==> config.mk <==
export PLATFORM = sky130hd
export DESIGN_NAME = accel_step_detector
export DESIGN_NICKNAME = d
export VERILOG_FILES = /design/src/hdl/asd_pkg.sv /design/src/hdl/accel_step_detector.sv /design/src/hdl/asd_ctrl.sv /design/src/hdl/asd_datapath.sv
export SDC_FILE = /design/constraint.sdc
export NUM_CORES = 2
export LEC_CHECK = 0
export BUFFER_PORTS_ARGS = -buffer_cell sky130_fd_sc_hd__buf_2
export CAP_MARGIN = 25
export CORE_MARGIN = 5
export CORE_UTILIZATION = 60
export CTS_CLUSTER_SIZE = 14
export DETAILED_ROUTE_END_ITERATION = 10
export PLACE_DENSITY = 0.77
export SLEW_MARGIN = 20
export SYNTH_ARGS = -nofsm -noshare
export SYNTH_HDL_FRONTEND = slang
export SYNTH_SLANG_ARGS = --single-unit
==> constraint.sdc <==
create_clock -name clock -period 17 [get_ports clock]
set_input_delay 2.55 -clock clock [delete_from_list [all_inputs] [get_ports clock]]
set_output_delay 2.55 -clock clock [all_outputs]
set_load 0.1 [all_outputs]
==> src/hdl/asd_pkg.sv <==
`timescale 1ns / 1ps
`default_nettype none
// ----------------------------------------------------------------------------
// asd_pkg
// Shared constants and types of the accelerometer step detector.
// ----------------------------------------------------------------------------
package asd_pkg;

   // window of past magnitudes
   localparam int WINDOW_LEN = 10;
   localparam int SLOT_W     = $clog2(WINDOW_LEN);

   // field widths
   localparam int AXIS_W     = 16;
   localparam int MAG_W      = 16;
   localparam int MAG_MAX    = 56755;
   localparam int SQ_W       = 32;
   localparam int LEVEL_W    = 18;
   localparam int COUNT_W    = 32;
   localparam int ALPHA_W    = 9;
   localparam int HYST_W     = 16;
   localparam int SUM_W      = $clog2(WINDOW_LEN * MAG_MAX + 1);

   // mean by reciprocal multiply, one correction step afterwards
   localparam int RECIP_SHIFT = SUM_W + $clog2(WINDOW_LEN);
   localparam int RECIP_W     = RECIP_SHIFT;
   localparam int PROD_W      = SUM_W + RECIP_W;
   localparam logic [RECIP_W-1:0] RECIP_MUL =
      RECIP_W'((64'd1 << RECIP_SHIFT) / WINDOW_LEN);

   // filter arithmetic
   localparam int ACC_W  = 28;
   localparam int FILT_W = ACC_W - 8;
   localparam logic [ALPHA_W-1:0] ALPHA_ONE   = 9'd256;
   localparam logic [ALPHA_W-1:0] ALPHA_RESET = 9'd154;
   localparam logic [HYST_W-1:0]  HYST_RESET  = 16'd410;

   // sequencing
   localparam int AXES       = 3;
   localparam int ROOT_STEPS = 16;
   localparam int CNT_W      = 4;

   // register file
   localparam int CSR_IDX_W  = 4;
   localparam int CSR_DATA_W = 16;
   localparam logic [CSR_IDX_W-1:0] REG_FILTER_ALPHA = 4'd0;
   localparam logic [CSR_IDX_W-1:0] REG_HYSTERESIS   = 4'd1;

   // stream payloads
   localparam int REQ_W = 48;
   localparam int RSP_W = 56;

   typedef struct packed {
      logic             load;
      logic             square;
      logic             root;
      logic             window;
      logic             mul;
      logic             div;
      logic             ewma_a;
      logic             ewma_b;
      logic             finish;
      logic [CNT_W-1:0] cnt;
   } cmd_type;

endpackage : asd_pkg
`default_nettype wire

==> src/hdl/accel_step_detector.sv <==
`timescale 1ns / 1ps
`default_nettype none
// a new sample is accepted only in idle, once the previous one has been
//    written to the result register; each sample runs the 16-step square root
//    plus the squaring of the three axes and the mean and filter stages
// the result register lets the next sample start while a result waits
// reset: synchronous, clears the window, filter state, step count, led and
//    loads filter_alpha 154 and hysteresis 410; no clearing pass needed
// ----------------------------------------------------------------------------
// accel_step_detector
// Pedometer: magnitude of a three-axis sample, window mean removal, EWMA
// filter and zero crossing with hysteresis; one result beat per sample.
// ----------------------------------------------------------------------------
module accel_step_detector (
   input  wire                             clock,
   input  wire                             reset,
   // accel_x [15:0], accel_y [31:16], accel_z [47:32]
   input  wire [asd_pkg::REQ_W-1:0]        req_tdata,
   input  wire                             req_tvalid,
   output logic                            req_tready,
   // filtered_level [17:0], step_seen [18], steps_total [50:19],
   // led_on [51], zero [55:52]
   output logic [asd_pkg::RSP_W-1:0]       rsp_tdata,
   output logic                            rsp_tvalid,
   input  wire                             rsp_tready,
   input  wire                             csr_valid,
   output logic                            csr_ready,
   input  wire [asd_pkg::CSR_IDX_W-1:0]    csr_index,
   input  wire [asd_pkg::CSR_DATA_W-1:0]   csr_data
);
   import asd_pkg::*;

   cmd_type cmd;

   assign csr_ready = 1'b1;

   asd_ctrl u_ctrl (
      .clock      (clock),
      .reset      (reset),
      .req_tvalid (req_tvalid),
      .req_tready (req_tready),
      .rsp_tvalid (rsp_tvalid),
      .rsp_tready (rsp_tready),
      .cmd        (cmd)
   );

   asd_datapath u_datapath (
      .clock     (clock),
      .reset     (reset),
      .cmd       (cmd),
      .req_tdata (req_tdata),
      .csr_valid (csr_valid),
      .csr_index (csr_index),
      .csr_data  (csr_data),
      .rsp_tdata (rsp_tdata)
   );

endmodule : accel_step_detector
`default_nettype wire

==> src/hdl/asd_ctrl.sv <==
`timescale 1ns / 1ps
`default_nettype none
// ----------------------------------------------------------------------------
// asd_ctrl
// Sequencer of the step detector: steps the datapath through squaring,
// square root, window update, mean, filter and result, and owns rsp valid.
// ----------------------------------------------------------------------------
module asd_ctrl (
   input  wire               clock,
   input  wire               reset,
   input  wire               req_tvalid,
   output logic              req_tready,
   output logic              rsp_tvalid,
   input  wire               rsp_tready,
   output asd_pkg::cmd_type  cmd
);
   import asd_pkg::*;

   typedef enum logic [3:0] {
      ST_IDLE,
      ST_SQUARE,
      ST_ROOT,
      ST_WINDOW,
      ST_MUL,
      ST_DIV,
      ST_EWMA_A,
      ST_EWMA_B,
      ST_FINISH
   } state_type;

   state_type        state_ff, state_in;
   logic [CNT_W-1:0] cnt_ff, cnt_in;
   logic             rsp_valid_ff, rsp_valid_in;
   logic             slot_free;

   assign slot_free  = !rsp_valid_ff || rsp_tready;
   assign req_tready = (state_ff == ST_IDLE);
   assign rsp_tvalid = rsp_valid_ff;

   always_comb begin
      cmd        = '0;
      cmd.cnt    = cnt_ff;
      cmd.load   = (state_ff == ST_IDLE) && req_tvalid;
      cmd.square = (state_ff == ST_SQUARE);
      cmd.root   = (state_ff == ST_ROOT);
      cmd.window = (state_ff == ST_WINDOW);
      cmd.mul    = (state_ff == ST_MUL);
      cmd.div    = (state_ff == ST_DIV);
      cmd.ewma_a = (state_ff == ST_EWMA_A);
      cmd.ewma_b = (state_ff == ST_EWMA_B);
      cmd.finish = (state_ff == ST_FINISH) && slot_free;
   end

   always_comb begin
      state_in     = state_ff;
      cnt_in       = cnt_ff;
      rsp_valid_in = rsp_valid_ff;
      if (rsp_tready) begin
         rsp_valid_in = 1'b0;
      end
      case (state_ff)
         ST_IDLE: begin
            cnt_in = '0;
            if (req_tvalid) begin
               state_in = ST_SQUARE;
            end
         end
         ST_SQUARE: begin
            if (cnt_ff == CNT_W'(AXES - 1)) begin
               cnt_in   = '0;
               state_in = ST_ROOT;
            end else begin
               cnt_in = cnt_ff + 1'b1;
            end
         end
         ST_ROOT: begin
            if (cnt_ff == CNT_W'(ROOT_STEPS - 1)) begin
               cnt_in   = '0;
               state_in = ST_WINDOW;
            end else begin
               cnt_in = cnt_ff + 1'b1;
            end
         end
         ST_WINDOW: state_in = ST_MUL;
         ST_MUL:    state_in = ST_DIV;
         ST_DIV:    state_in = ST_EWMA_A;
         ST_EWMA_A: state_in = ST_EWMA_B;
         ST_EWMA_B: state_in = ST_FINISH;
         ST_FINISH: begin
            // hold here until the output register can take the result
            if (slot_free) begin
               rsp_valid_in = 1'b1;
               state_in     = ST_IDLE;
            end
         end
         default: begin
            state_in = ST_IDLE;
            cnt_in   = '0;
         end
      endcase
   end

   always_ff @(posedge clock) begin
      if (reset) begin
         state_ff     <= ST_IDLE;
         cnt_ff       <= '0;
         rsp_valid_ff <= 1'b0;
      end else begin
         state_ff     <= state_in;
         cnt_ff       <= cnt_in;
         rsp_valid_ff <= rsp_valid_in;
      end
   end

   a_one_item: assert property (@(posedge clock) disable iff (reset)
      (req_tvalid && req_tready) |=> !req_tready)
      else $error("second item accepted while one is in work");

   a_finish_free: assert property (@(posedge clock) disable iff (reset)
      cmd.finish |-> (!rsp_valid_ff || rsp_tready))
      else $error("result written over one not yet taken");

   a_valid_source: assert property (@(posedge clock) disable iff (reset)
      $rose(rsp_valid_ff) |-> $past(cmd.finish))
      else $error("rsp valid raised without a finished item");

   a_root_count: assert property (@(posedge clock) disable iff (reset)
      (state_ff == ST_SQUARE) |-> (cnt_ff < CNT_W'(AXES)))
      else $error("axis counter out of range");

endmodule : asd_ctrl
`default_nettype wire

==> src/hdl/asd_datapath.sv <==
`timescale 1ns / 1ps
`default_nettype none
// ----------------------------------------------------------------------------
// asd_datapath
// Magnitude, window mean, EWMA filter and step detection; holds the
// configuration registers and the result register.
// ----------------------------------------------------------------------------
module asd_datapath (
   input  wire                             clock,
   input  wire                             reset,
   input  asd_pkg::cmd_type                cmd,
   input  wire [asd_pkg::REQ_W-1:0]        req_tdata,
   input  wire                             csr_valid,
   input  wire [asd_pkg::CSR_IDX_W-1:0]    csr_index,
   input  wire [asd_pkg::CSR_DATA_W-1:0]   csr_data,
   output logic [asd_pkg::RSP_W-1:0]       rsp_tdata
);
   import asd_pkg::*;

   // configuration
   logic [ALPHA_W-1:0] alpha_ff;
   logic [HYST_W-1:0]  hyst_ff;

   // item registers
   logic signed [AXIS_W-1:0] axis_ff [AXES];
   logic [SQ_W-1:0]          rem_ff;
   logic [SQ_W-1:0]          res_ff;
   logic [MAG_W-1:0]         old_ff;
   logic                     old_vld_ff;
   logic [PROD_W-1:0]        prod_ff;
   logic signed [LEVEL_W-1:0] diff_ff;
   logic signed [ACC_W-1:0]  p1_ff;
   logic signed [ACC_W-1:0]  acc_ff;

   // running state
   logic [MAG_W-1:0]          window_mem [WINDOW_LEN];
   logic [WINDOW_LEN-1:0]     window_vld_ff;
   logic [SLOT_W-1:0]         slot_ff;
   logic [SUM_W-1:0]          sum_ff;
   logic signed [LEVEL_W-1:0] prev_ff;
   logic                      above_ff;
   logic [COUNT_W-1:0]        count_ff;
   logic                      led_ff;

   // result register
   logic signed [LEVEL_W-1:0] out_level_ff;
   logic                      out_step_ff;
   logic [COUNT_W-1:0]        out_count_ff;
   logic                      out_led_ff;

   // combinational terms
   logic signed [AXIS_W-1:0] axis_sel;
   logic [AXIS_W-1:0]        axis_abs;
   logic [SQ_W-1:0]          axis_sq;
   logic [SQ_W-1:0]          root_bit;
   logic [SQ_W:0]            root_try;
   logic                     root_take;
   logic [MAG_W-1:0]         mag;
   logic [MAG_W-1:0]         old_mag;
   logic [SUM_W-1:0]         q_est;
   logic [SUM_W-1:0]         rem_est;
   logic [SUM_W-1:0]         mean;
   logic [ALPHA_W-1:0]       alpha_eff;
   logic signed [ACC_W-1:0]  p2;
   logic signed [FILT_W-1:0] filt_wide;
   logic signed [LEVEL_W-1:0] filt;
   logic signed [LEVEL_W:0]  hyst_pos;
   logic signed [LEVEL_W:0]  hyst_neg;
   logic signed [LEVEL_W:0]  filt_ext;
   logic                     over_band;
   logic                     under_band;
   logic                     step;
   logic [COUNT_W-1:0]       count_next;

   // squaring, one axis a beat of the counter
   always_comb begin
      axis_sel = axis_ff[0];
      case (cmd.cnt[1:0])
         2'd0:    axis_sel = axis_ff[0];
         2'd1:    axis_sel = axis_ff[1];
         2'd2:    axis_sel = axis_ff[2];
         default: axis_sel = axis_ff[0];
      endcase
   end
   assign axis_abs = axis_sel[AXIS_W-1] ? (~axis_sel + 1'b1) : axis_sel;
   assign axis_sq  = axis_abs * axis_abs;

   // bitwise square root, one result bit per step
   assign root_bit  = 32'h4000_0000 >> {cmd.cnt, 1'b0};
   assign root_try  = {1'b0, res_ff} + {1'b0, root_bit};
   assign root_take = ({1'b0, rem_ff} >= root_try);
   assign mag       = res_ff[MAG_W-1:0];
   assign old_mag   = old_vld_ff ? old_ff : '0;

   // mean: estimate is the true quotient or one below it
   assign q_est   = prod_ff[PROD_W-1:RECIP_SHIFT];
   assign rem_est = sum_ff - q_est * SUM_W'(WINDOW_LEN);
   assign mean    = (rem_est >= SUM_W'(WINDOW_LEN)) ? q_est + 1'b1 : q_est;

   assign alpha_eff = (alpha_ff > ALPHA_ONE) ? ALPHA_ONE : alpha_ff;
   assign p2 = ACC_W'($signed({1'b0, ALPHA_ONE - alpha_eff}) * prev_ff);

   // arithmetic shift floors; saturate to the level range
   assign filt_wide = FILT_W'(acc_ff >>> 8);
   always_comb begin
      if (filt_wide > FILT_W'(2 ** (LEVEL_W - 1) - 1)) begin
         filt = {1'b0, {(LEVEL_W - 1){1'b1}}};
      end else if (filt_wide < -FILT_W'(2 ** (LEVEL_W - 1))) begin
         filt = {1'b1, {(LEVEL_W - 1){1'b0}}};
      end else begin
         filt = filt_wide[LEVEL_W-1:0];
      end
   end

   assign filt_ext   = {filt[LEVEL_W-1], filt};
   assign hyst_pos   = $signed({{(LEVEL_W + 1 - HYST_W){1'b0}}, hyst_ff});
   assign hyst_neg   = -hyst_pos;
   assign over_band  = filt_ext > hyst_pos;
   assign under_band = filt_ext < hyst_neg;
   assign step       = over_band && !above_ff;
   assign count_next = count_ff + 1'b1;

   always_ff @(posedge clock) begin
      if (reset) begin
         alpha_ff <= ALPHA_RESET;
         hyst_ff  <= HYST_RESET;
      end else if (csr_valid) begin
         if (csr_index == REG_FILTER_ALPHA) begin
            alpha_ff <= csr_data[ALPHA_W-1:0];
         end else if (csr_index == REG_HYSTERESIS) begin
            hyst_ff <= csr_data[HYST_W-1:0];
         end
      end
   end

   // window store, read registered at the current slot
   always_ff @(posedge clock) begin
      old_ff <= window_mem[slot_ff];
      if (cmd.window) begin
         window_mem[slot_ff] <= mag;
      end
   end

   always_ff @(posedge clock) begin
      if (reset) begin
         window_vld_ff <= '0;
         old_vld_ff    <= 1'b0;
         slot_ff       <= '0;
         sum_ff        <= '0;
         prev_ff       <= '0;
         above_ff      <= 1'b0;
         count_ff      <= '0;
         led_ff        <= 1'b0;
      end else begin
         old_vld_ff <= window_vld_ff[slot_ff];
         if (cmd.window) begin
            window_vld_ff[slot_ff] <= 1'b1;
            sum_ff <= sum_ff - SUM_W'(old_mag) + SUM_W'(mag);
            slot_ff <= (slot_ff == SLOT_W'(WINDOW_LEN - 1)) ? '0 : slot_ff + 1'b1;
         end
         if (cmd.finish) begin
            prev_ff <= filt;
            if (over_band) begin
               above_ff <= 1'b1;
               if (step) begin
                  count_ff <= count_next;
                  led_ff   <= !count_next[0];
               end
            end else if (under_band) begin
               above_ff <= 1'b0;
            end
         end
      end
   end

   always_ff @(posedge clock) begin
      if (cmd.load) begin
         axis_ff[0] <= req_tdata[AXIS_W-1:0];
         axis_ff[1] <= req_tdata[2*AXIS_W-1:AXIS_W];
         axis_ff[2] <= req_tdata[3*AXIS_W-1:2*AXIS_W];
      end
      if (cmd.square) begin
         rem_ff <= ((cmd.cnt == '0) ? '0 : rem_ff) + axis_sq;
         res_ff <= '0;
      end
      if (cmd.root) begin
         if (root_take) begin
            rem_ff <= rem_ff - root_try[SQ_W-1:0];
            res_ff <= (res_ff >> 1) + root_bit;
         end else begin
            res_ff <= res_ff >> 1;
         end
      end
      if (cmd.mul) begin
         prod_ff <= PROD_W'(sum_ff) * PROD_W'(RECIP_MUL);
      end
      if (cmd.div) begin
         diff_ff <= $signed({2'b00, mag}) - $signed({2'b00, mean[MAG_W-1:0]});
      end
      if (cmd.ewma_a) begin
         p1_ff <= ACC_W'($signed({1'b0, alpha_eff}) * diff_ff);
      end
      if (cmd.ewma_b) begin
         acc_ff <= p1_ff + p2 + ACC_W'(128);
      end
      if (cmd.finish) begin
         out_level_ff <= filt;
         out_step_ff  <= step;
         out_count_ff <= step ? count_next : count_ff;
         out_led_ff   <= step ? !count_next[0] : led_ff;
      end
   end

   assign rsp_tdata = {4'b0000, out_led_ff, out_count_ff, out_step_ff, out_level_ff};

endmodule : asd_datapath
`default_nettype wire
* Word level (Yosys, flattened, before mapping)
Memory sizes are Yosys's and may differ from the RTL's. A register that Yosys moved wholly into a read port is not among the register bits.
Cells that the tools add are included.
** Word-level totals
- Bits in writable memories :: 208
- Memories :: 2
- Flip-flop bits (word level) :: 351
- Output and inout port bits :: 59
** Operators by class
- Bitwise logic cells :: 3
- Muxes and demuxes :: 38
- Order comparisons :: 9
- $mul :: 5
- Shift operators :: 1
- Reduce and logical (&&, ||, !) cells :: 19
- Equality and inequality tests :: 18
- Add/subtract/negate cells :: 17
** Memories
- u_datapath.window_mem :: words 10, width 16, read ports 1, clocked after Yosys merged registers in 1, wr ports 1, line asd_datapath.sv:36 : logic [MAG_W-1:0] window_mem [WINDOW_LEN];
- u_datapath.axis_ff :: words 3, width 16, read ports 3, clocked after Yosys merged registers in 0, wr ports 3, line asd_datapath.sv:25 : logic signed [AXIS_W-1:0] axis_ff [AXES];
** Operators with widths (count)
- $mux W32 :: 8
- $mux W16 :: 3
- $mul A20 B21 Y41 const B :: 1
- $mux W18 :: 2
- $pmux W4 S9 :: 1
- $add A32 B32 Y33 :: 1
- $ge A32 B33 Y1 :: 1
- $add A16 B1 Y16 const B :: 2
- $add A31 B32 Y32 :: 1
- $add A32 B1 Y32 const B :: 1
- $add A32 B32 Y32 :: 1
- $mul A16 B16 Y32 :: 1
- $pmux W16 S2 :: 1
- $shr A31 B5 Y32 const A :: 1
- $sub A32 B32 Y32 :: 1
- $add A28 B28 Y28 :: 1
- $add A28 B9 Y28 const B :: 1
- $mul A10 B18 Y28 :: 1
- $mux W4 :: 7
- $mul A10 B17 Y27 :: 1
- $add A20 B16 Y20 :: 1
- $ge A20 B4 Y1 const B :: 1
- $gt A20 B18 Y1 const B :: 1
- $lt A20 B18 Y1 const B :: 1
- other kinds (37) :: 69

* Longest topological paths before layout
- Depth in word-level cells :: 10
- Gate-level depth with buffers :: 37
- Depth with buffers taken out :: 35

* By module
A second synthesis with hierarchy kept.
** Second synthesis, totals
- Cells, all modules :: 5524
- Area, all modules :: 54990.2 um^2
** Modules (own cells, without submodules)
- asd_datapath :: cells each 5457, area each 54437.2 um^2, sequential area each 14403.8 um^2, times used 1
- asd_ctrl :: cells each 65, area each 541.8 um^2, sequential area each 180.2 um^2, times used 1
- accel_step_detector :: cells each 2, area each 11.3 um^2, sequential area each 0.0 um^2, times used 1

* Worst setup path before layout
OpenSTA, ideal clock, no wires.
- Path type :: register -> register
- Start point :: register u_ctrl.cnt_ff[0]
- End point :: register u_datapath.rem_ff[31]
- Cell stages (with the launch flop) :: 37
- Slack :: 8364 ps
- Arrival time :: 8567 ps
- Path buffers :: 3
- Required time :: 16931 ps
- Path through :: dfxtp_1 -> inv_1 -> ha_1 -> clkbuf_1 -> buf_2 -> nor2_1 -> a21oi_2 -> inv_1 -> buf_2 -> ha_1 -> and3_1 -> nand4_1 -> o21ai_0 -> xnor2_1 -> clkinv_1 -> nand2_1 -> inv_1 -> fa_1 -> inv_1 -> fa_1 -> fa_1 -> inv_1 -> fa_1 -> fa_1 -> inv_1 -> fa_1 -> inv_1 -> ha_1 -> inv_1 -> nor2_1 -> nand2_1 -> o21ai_0 -> a221o_1 -> a311oi_1 -> or4_1 -> a31o_2 -> o21ai_1
** Between the ends
- Word-level cells in the longest chain between the ends :: 10
- Elaborated cells between the ends (all ways) :: 17
- Those cells by class :: 4 x add/sub; 1 x mul; 1 x order compare; 2 x eq/ne; 1 x shift; 6 x mux; 1 x bitwise; 1 x reduce/logical
** RTL lines
- start, declared :: line asd_ctrl.sv:32 : logic [CNT_W-1:0] cnt_ff, cnt_in;
- start signal, assigned :: line asd_ctrl.sv:110 : cnt_ff <= cnt_in;
- $eq A2 B2 Y1 / $eq A2 B1 Y1 (equally long branches) :: line asd_datapath.sv:78 : case (cmd.cnt[1:0])
- $pmux W16 S2 :: line asd_datapath.sv:78
- $not A16 Y16 :: line asd_datapath.sv:85 : assign axis_abs = axis_sel[AXIS_W-1] ? (~axis_sel + 1'b1) : axis_sel;
- $add A16 B1 Y16 :: line asd_datapath.sv:85
- $mux W16 :: line asd_datapath.sv:85
- $mul A16 B16 Y32 :: line asd_datapath.sv:86 : assign axis_sq = axis_abs * axis_abs;
- $add A32 B32 Y32 :: line asd_datapath.sv:183 : rem_ff <= ((cmd.cnt == '0) ? '0 : rem_ff) + axis_sq;
- $mux W32 :: line asd_datapath.sv:182 : if (cmd.square) begin
- $mux W32 :: line asd_datapath.sv:187 : if (root_take) begin
- $mux W32 * :: line asd_datapath.sv:186 : if (cmd.root) begin
- end signal, assigned :: line asd_datapath.sv:183
- end signal, assigned :: line asd_datapath.sv:188 : rem_ff <= rem_ff - root_try[SQ_W-1:0];
- end, declared :: line asd_datapath.sv:26 : logic [SQ_W-1:0] rem_ff;
Mark *: on every way between the ends. The rest lies on a longest branch, timed or not.
A chain may end at the register's enable or synchronous reset.

* Worst setup path after layout
Same ends and word-level chain as after synthesis.

==> flow_summary_export.csv <==
group,metric,value,unit
clock_tree,cts_num_sinks,542,
timing,maxSlewViolCount,0,
clock_tree,post_cts_buffers,0,
critical_path,reg2regPathDepth,31,
timing,slew_headroom,21.17,%
worst_hold_path,min_path_cells,2,
worst_hold_path,hold_path.startpoint,"u_datapath.hyst_ff[5]$_SDFFE_PP0P_",
finish,regArea,14590,µm²
critical_path,cp_max_fo,23,
finish,multi_input_area,36630,µm²
finish,diodes,0,
timing,finalWorstSetupSlack,6652,ps
grt,grt_pass1_wl,214900,µm
yosys,synth_flop_cell,"edfxtp_1",
finish,area_delta_synth_final,7.064,%
critical_path,endpoint_kind,"flip-flop",
critical_path,r2r-start,"u_ctrl.cnt_ff[0]$_SDFFE_PP0N_",
floorplanning,core_area,91800,µm²
yosys,yosys_warnings,0,
outcome,status,"finished clean",
timing,setup_viol,0,
floorplanning,die_h,314.2,µm
yosys,synth_top_area_share,21.75,%
route,drc,0,
route,first_pass_iters,6,
yosys,synth.most_common_cell,"inv_1",
yosys,seq_area_frac_synth,26.27,%
grt,overflow,0,
yosys,synth.cell_area,55510,µm²
yosys,synth_common_cells,"969 x inv_1, 603 x fa_1, 595 x ha_1, 457 x nand2_1, 373 x edfxtp_1",
timing,fin_tns_setup,0,ps
run,drv_cap,0,
clock_tree,cts_hold_buf,0,
clock_tree,insertion_delay,670,ps
yosys,synth-edff-count,373,
clock_tree,clkTransAtPathRegs,60,ps
finish,stdcell_count,7026,
timing,fin_crit_sh,60.87,%
yosys,ys_types,83,
critical_path,startpoint,"u_ctrl.cnt_ff[0]$_SDFFE_PP0N_",
place,place_ws,6815,ps
grt,grt_start_max_net_pins,73,
floorplanning,num_io_pins,132,
clock_tree,htree_levels,2,
critical_path,path_class,"flip-flop to flip-flop",
critical_path,worstPathRequired,17600,ps
floorplanning,fp.dieW,314.2,µm
clock_tree,cts_tree,"yes",
yosys,synth_area_leaders,"fa_1 22%, edfxtp_1 20%, ha_1 13%",
floorplanning,dieArea,98700,µm²
grt,antenna_found_initial,0,
worst_hold_path,hold_class,"flip-flop to flip-flop",
timing,rsz0062_at_grt,"no",
yosys,avgSynthCellArea,9.798,µm²
place,portBuffers,126,
critical_path,critical_path_arrival,10950,ps
clock_tree,cts-resized-gates,0,
timing,fin_crit,10350,ps
route,viasPerCell,5.751,
timing,fin_worst_skew,54.04,ps
route,wl_per_cell,18.77,µm
floorplanning,start_util,60.47,%
yosys,synth-seq-cells,542,
timing,max_slew.worst_pin.slew,1174,ps
critical_path,worstSetupStartpointType,"flip-flop",
grt,grt_use_total,26.84,%
yosys,syn_inst,5665,
place,dp_cells,6919,
timing,max_freq,96.64,MHz
critical_path,crit_slowest_cell,"ha_1",
place,dp_hpwl,103200,µm
place,gp_congestion,0.9176,
critical_path,cp_slowest_stage_delay,900,ps
clock_tree,clock-root-buffer,"clkbuf_16",
route,drt-total-wl,131800,µm
clock_tree,clockBufferDepth,3,
finish,drive_gt1_share,6.346,%
clock_tree,cts_made_buffers,57,
route,ant_nets,0,
yosys,synthArstFlopShare,0,%
route,via_count,40400,
yosys,synth_top_area_cell,"fa_1",
floorplanning,core.rowCount,111,
finish,fill_cells,7390,
timing,hold_viol_final,0,
route,drtIter0Drc,2795,
finish,fin_nets,7007,
grt,grt_pass1_vias,41520,
[stage by stage]
step / hold slack, ps / area [µm²] / utilization (%)
3_3_place_gp: 442.8 / 57500 / 62.63
6_report: 463.7 / 59430 / 64.74
5_1_grt: 494.8 / 59430 / 64.74
2_1_floorplan: 433.2 / 55560 / -
3_5_place_dp: 451.4 / 57500 / 62.63
4_1_cts: 461.5 / 59410 / 64.71
[cells in the final DEF, fill, tap and decap left out, drive strengths merged, types with 89 or more instances in the layout]
cell type	n
inv	979
fa	603
ha	595
nand2	457
edfxtp	373
nor2	338
a21oi	241
and2	228
xnor2	217
buf	183
dfxtp	169
o21ai	160
xor2	100
nand3	92
nor3	89
[final timing paths]
path                                        endpoint  slack, ps
setup / recovery       u_datapath.rem_ff[31]$_DFF_P_       6650
hold / removal    u_datapath.hyst_ff[5]$_SDFFE_PP0P_        460
hold reg to reg   u_datapath.hyst_ff[5]$_SDFFE_PP0P_        460
setup reg to reg       u_datapath.rem_ff[31]$_DFF_P_       6650
[worst max-delay path, delay by kind of cell, from the launching register on]
kind,cells,cell delay (ps)
buffers and inverters,7,1260
XOR/XNOR,1,670
AO/OA/AOI/OAI,6,1730
AND/OR/NAND/NOR,8,1710
adder cells (fa/ha/maj),9,4500
flip-flops,1,380
[layer usage]
| metal | global-route usage [%] | vias up | share of wire (%) |
|---|---|---|---|
| met5 | 0 | - | 0 |
| met4 | 8.243 | 0 | 3.4 |
| met3 | 3.094 | 251 | 6.0 |
| met2 | 46.65 | 1304 | 49 |
| met1 | 35.63 | 19920 | 42 |
| li1 | - | 18930 | - |
[cell type report]
cell class                 count  area share, %
clock buffer                  68          2.486
clock inverter                38         0.7285
inverter                     979          6.183
multi-input combinational   3973          61.63
sequential                   542          24.55
tap                         1243          2.617
timing repair buffer         183          1.806
[cells by family (layout without fill, tap and decap cells)]
group	after synthesis	in the layout	share of synthesized area [%]
AOI/OAI and AO/OA	829	829	9.652
xor gates and xnor gates	317	317	5.002
adders and majority gates	1198	1198	35.16
buffers and inverters	1163	1268	7.973
DFF	542	542	26.27
muxes	106	106	2.689
other	2	15	0.01353
and+or+nand+nor	1508	1508	13.24
[flip-flops by register name (all words and copies together) (netlist names), 20 cells and up]
signal / cells
u_datapath.res_ff: 32
u_datapath.count_ff: 32
u_datapath.out_count_ff: 32
u_datapath.acc_ff: 20
u_datapath.window_mem: 160
u_datapath.p1_ff: 27
u_datapath.sum_ff: 20
u_datapath.rem_ff: 32
u_datapath.axis_ff: 48
Power is left out: the tool's default activity adds up to more than one toggle a clock period on the data nets, which glitch-free logic cannot reach.
